[src/hdl/zics_pkg.sv]
// Shared types and constants for the Zipf inverse-CDF sampler.
`timescale 1ns / 1ps

package zics_pkg;

	localparam int IDX_W    = 10;
	localparam int WEIGHT_W = 32;
	localparam int RAND_W   = 31;
	localparam int RANK_W   = 10;
	localparam int SIZE_W   = 11;
	localparam int CFG_W    = 32;
	// r * total_weight and cdf * (2^31 - 1) both fit in 63 bits
	localparam int PROD_W   = RAND_W + WEIGHT_W;

	localparam logic [SIZE_W-1:0] TABLE_SIZE_RST = 11'd1024;

	typedef enum logic {
		CMD_LOAD = 1'b0,
		CMD_DRAW = 1'b1
	} cmd_t;

	typedef enum logic {
		REG_TABLE_SIZE   = 1'b0,
		REG_TOTAL_WEIGHT = 1'b1
	} cfg_reg_t;

	// per-stage control that travels with each beat
	typedef struct packed {
		logic draw;  // draw beat, produces one result
		logic wr;    // load beat with an in-range index
		logic pend;  // compare against this stage's read data is outstanding
	} ctl_t;

endpackage

[src/hdl/zics_prep.sv]
// Input register, sample scaling, load bound and search bounds setup.
`timescale 1ns / 1ps

module zics_prep #(
	parameter int TABLE_DEPTH = 1024,
	localparam int AW = $clog2(TABLE_DEPTH)
) (
	input  logic                          clk,
	input  logic                          arst_n,
	input  logic                          accept,
	input  logic                          cmd,
	input  logic [zics_pkg::IDX_W-1:0]    entry_index,
	input  logic [zics_pkg::WEIGHT_W-1:0] entry_weight,
	input  logic [zics_pkg::RAND_W-1:0]   random_value,
	input  logic [zics_pkg::SIZE_W-1:0]   table_size,
	input  logic [zics_pkg::WEIGHT_W-1:0] total_weight,
	output zics_pkg::ctl_t                ctl_o,
	output logic [AW-1:0]                 lo_o,
	output logic [AW-1:0]                 hi_o,
	output logic [AW-1:0]                 mid_o,
	output logic [AW-1:0]                 addr_o,
	output logic [zics_pkg::PROD_W-1:0]   scaled_o,
	output logic [zics_pkg::PROD_W-1:0]   bound_o
);

	localparam logic [AW-1:0] HI_MAX = AW'(TABLE_DEPTH - 1);

	logic                          draw_s1;
	logic                          wr_s1;
	logic [zics_pkg::IDX_W-1:0]    idx_s1;
	logic [zics_pkg::WEIGHT_W-1:0] weight_s1;
	logic [zics_pkg::RAND_W-1:0]   rnd_s1;

	zics_pkg::ctl_t                ctl_s2;
	logic [AW-1:0]                 hi_s2;
	logic [AW-1:0]                 addr_s2;
	logic [zics_pkg::PROD_W-1:0]   scaled_s2;
	logic [zics_pkg::PROD_W-1:0]   bound_s2;
	logic [AW-1:0]                 hi_init;

	always_ff @(posedge clk or negedge arst_n) begin
		if (!arst_n) begin
			draw_s1 <= 1'b0;
			wr_s1   <= 1'b0;
		end else begin
			draw_s1 <= accept && (cmd == zics_pkg::CMD_DRAW);
			wr_s1   <= accept && (cmd == zics_pkg::CMD_LOAD)
				&& (32'(entry_index) < 32'(TABLE_DEPTH));
		end
	end

	always_ff @(posedge clk) begin
		if (accept) begin
			idx_s1    <= entry_index;
			weight_s1 <= entry_weight;
			rnd_s1    <= random_value;
		end
	end

	// size saturates at the depth; sizes of zero or one give an empty search
	always_comb begin
		if (32'(table_size) >= 32'(TABLE_DEPTH)) begin
			hi_init = HI_MAX;
		end else if (table_size < 11'd2) begin
			hi_init = '0;
		end else begin
			hi_init = AW'(table_size - 11'd1);
		end
	end

	always_ff @(posedge clk or negedge arst_n) begin
		if (!arst_n) begin
			ctl_s2 <= '0;
		end else begin
			ctl_s2.draw <= draw_s1;
			ctl_s2.wr   <= wr_s1;
			ctl_s2.pend <= 1'b0;
		end
	end

	// bound = cdf * (2^31 - 1), stored so each level only compares
	always_ff @(posedge clk) begin
		hi_s2     <= hi_init;
		addr_s2   <= AW'(idx_s1);
		scaled_s2 <= zics_pkg::PROD_W'(rnd_s1) * zics_pkg::PROD_W'(total_weight);
		bound_s2  <= (zics_pkg::PROD_W'(weight_s1) << zics_pkg::RAND_W)
			- zics_pkg::PROD_W'(weight_s1);
	end

	assign ctl_o    = ctl_s2;
	assign lo_o     = '0;
	assign hi_o     = hi_s2;
	assign mid_o    = '0;
	assign addr_o   = addr_s2;
	assign scaled_o = scaled_s2;
	assign bound_o  = bound_s2;

endmodule

[config.mk]
export PLATFORM = sky130hd
export DESIGN_NAME = zics_prep
export DESIGN_NICKNAME = d
export VERILOG_FILES = /design/src/hdl/zics_pkg.sv /design/src/hdl/zics_prep.sv
export SDC_FILE = /design/constraint.sdc
export NUM_CORES = 2
export LEC_CHECK = 0
export BUFFER_PORTS_ARGS = -buffer_cell sky130_fd_sc_hd__buf_2
export CAP_MARGIN = 10
export CORE_MARGIN = 2
export CORE_UTILIZATION = 50
export CTS_CLUSTER_SIZE = 20
export DETAILED_ROUTE_END_ITERATION = 10
export PLACE_DENSITY = 0.71
export SLEW_MARGIN = 5
export SYNTH_ARGS = -nofsm -noshare
export SYNTH_HDL_FRONTEND = slang
export SYNTH_SLANG_ARGS = --single-unit
[constraint.sdc]
create_clock -name clk -period 9.75 [get_ports clk]
set_input_delay 1.95 -clock clk [delete_from_list [all_inputs] [get_ports clk]]
set_output_delay 1.95 -clock clk [all_outputs]
set_load 0.005 [all_outputs]
==> impl_results.md <==
- Async set-or-reset flop fraction in the synthesized netlist: 1.794%
- Synth Warn #: 0
- Hpwl dp: 84.83 mm
- Num rows: 101
- Vias in the first global route: 29,730
- CTS Buf Count: 27
- Worst Path Required: 10.19 ns
- Max-slew violation count: 0
- Max-slew headroom: 18.11%
- Critical Path, Cell by Cell: buf_2, nand2_1, fa_1, inv_1, fa_1, inv_1, fa_1, inv_1, fa_1, fa_1, fa_1, fa_1, fa_1, ha_1, a21oi_1, o21ai_1, a21oi_1, nor4_1, or4_1, a2111oi_2, nor2_1, a41oi_1, mux2i_1, o2111ai_1
- WL met3: 6.322 mm
- Die ar.: 0.07948 sq mm
- Clock sink total: 223
- Largest net degree at the start of global routing: 56
- GRT overflow: 0
- Worst-Skew Late Latency: 0.60 ns
- Clock root buffer: clkbuf_16
- Most frequent cell after synthesis: fa_1
- Fmax achieved: 0.1102 GHz
- Cts hold-fix bufs: 0
- Outcome: complete, no violations
- Worst-margin pin slew: 1.228 ns
- Crit Path Class: in -> reg
- Area Overhead vs Synth: 8.588%
- Synth top area share: 44.89%
- CTS tree: yes
- Max Used Layer: met4
- DIE HEIGHT: 281.9 um
- Final hold violation count: 0
- Worst path top cell family by delay: adder cells
- CP bufs+invs: 4
- RSZ-0062 raised after global routing: false
- TritonRoute pass-1 iters: 7
- Slowest-stage cell, CP: fa_1
- Clock Path Buffers: 3
- M1 WL: 39.24 mm
- # port buffers: 267
- Critical Path End Type: flip-flop
- Synth Register Bits: 223
- Fin nets: 5,394
- Number of DRC markers in iteration 0: 1,865
- Library cells used by synthesis: 70
- Post-DR wirelength/cell: 19.64 um
- Fin crit period: 9.077 ns
- Drt drc: 0
- Worst endpoint data arrival time: 9.52 ns
- CP max FO: 25
- Sequential area share after synthesis: 13.50%
- Worst hold-check path type: reg -> reg
- Die width: 281.9 um
- Main area contributors after synthesis: fa_1 45%, and2_1 8.6%, ha_1 8.4%
- GRT Util Overall: 26.70%
- Number of flops mapped to enable cells by yosys: 73
- GP Congestion: 0.8963
- Final ANT Viol Nets: 0
- Most Frequent Cell on Critical Path: fa_1
- Max stage delay on crit path: 0.56 ns
- Ys flop type: dfxtp_1
- CP startpoint kind: input pin
- Tcrit/Tclk final: 93.10%
- Clk_skew: 0.02893 ns
- Clk slew on worst S/H paths: 0.06 ns
- Ports: 289
- Via/cell ratio: 5.230
- Initial antenna violation count: 4
- Max-Cap Viols: 0
- Top post-synthesis cells by count: 866 x fa_1, 817 x inv_1, 536 x nand2_1, 530 x and2_1, 259 x ha_1
- Layout cells sized above 1: 10.17%
- Final setup fails: 0
- Synth Cell Area: 0.03862 sq mm
- Htree depth: 1
- Syn Area/Cell: 9.692 sq um
- Final TNS setup: 0 ns
- Post-CTS Setup Bufs: 0
- Starting density of the core: 50.69%
- First-pass GRT wire length: 162.6 mm
- CORE AREA: 0.07620 sq mm
- Met2 Wirelength: 51.96 mm
- Synth Instances: 3,985
- Cts repair resizes: 0
- Post-synth top area cell: fa_1
- Via count: 27,210
- Routed WL: 102.2 mm
==> flip-flops by register name (all words and copies together) (netlist names) <==
signal,flops
addr_o,10
weight_s1,32
rnd_s1,31
scaled_o,63
draw_s1,1
wr_s1,1
bound_o,63
hi_o,10
idx_s1,10
ctl_o,2
==> through the flow <==
step                      util (%)  area, sq um  instances  worst slack, ns  hold WS [ns]
after global placement       53.82        41010       5150           0.1744        0.3238
after floorplan                  -        38700       4005           0.8580        0.3233
after global routing         55.04        41940       5202           0.3665        0.3245
after detailed placement     53.82        41010       5150           0.1472        0.3278
final                        55.04        41940       5203           0.6732        0.3185
after CTS                    55.03        41930       5200           0.7267        0.2952
==> routing by layer <==
metal | vias up | global-route usage, %
li1 | 11990 | -
met2 | 984 | 46.90
met4 | 0 | 10.84
met5 | - | 0
met3 | 211 | 3.165
met1 | 14020 | 33.49
==> cell type report <==
class                      count  area, sq um
antenna                        3        7.507
clock buffer                  33        728.2
clock inverter                17        193.9
fill                        6778        34260
inverter                     818         3070
multi-input combinational   2726        29430
sequential                   223         5215
tap                         1030         1289
timing repair buffer         353         2009
==> cell usage in the layout, fill, tap and decap left out, types with 4 or more instances in the layout <==
cell type,n
nand4_1,17
dfxtp_1,146
xnor2_1,77
a21boi_0,4
o21ai_0,34
a31o_2,4
a21o_1,31
clkinv_2,5
nor4_1,10
buf_2,266
nand3_1,17
fa_1,866
nor3_1,23
ha_1,259
conb_1,21
nand2_1,536
nor3_2,5
buf_4,85
dfrtp_1,4
a31oi_1,10
nand2b_1,13
xor2_1,48
nor2_1,59
o21ai_1,6
clkbuf_16,27
o21bai_1,8
edfxtp_1,73
nor2b_1,9
o211ai_1,4
inv_1,817
and2_1,530
a21oi_1,70
and3_1,10
or3_1,7
==> worst paths after layout <==
check	start	endpoint	slack, ns	cells past startpoint
worst max-delay path	total_weight[6]	scaled_o[62]	0.67	24
worst min-delay path	idx_s1[3]	addr_o[3]	0.32	0
worst max register to register	rnd_s1[11]	scaled_o[62]	1.24	25
worst min register to register	idx_s1[3]	addr_o[3]	0.32	0
max in group asynchronous	arst_n	ctl_o[2]	8.47	1
min in group asynchronous	arst_n	wr_s1	1.17	1
==> logic make-up (layout without fill, tap and decap cells) <==
group | Yosys count | after routing | synth area share [%]
adders and majority gates | 1125 | 1125 | 53.28
other | 1 | 24 | 0.009709
AOI/OAI and AO/OA | 197 | 197 | 3.217
and+or+nand+nor | 1256 | 1256 | 16.59
DFF | 223 | 223 | 13.50
buffers and inverters | 1056 | 1221 | 10.50
xor gates and xnor gates | 126 | 126 | 2.877
muxes | 1 | 1 | 0.02592
Power is not shown: default switching activity piles up to over one toggle a cycle in this logic, so the estimate is an artifact.
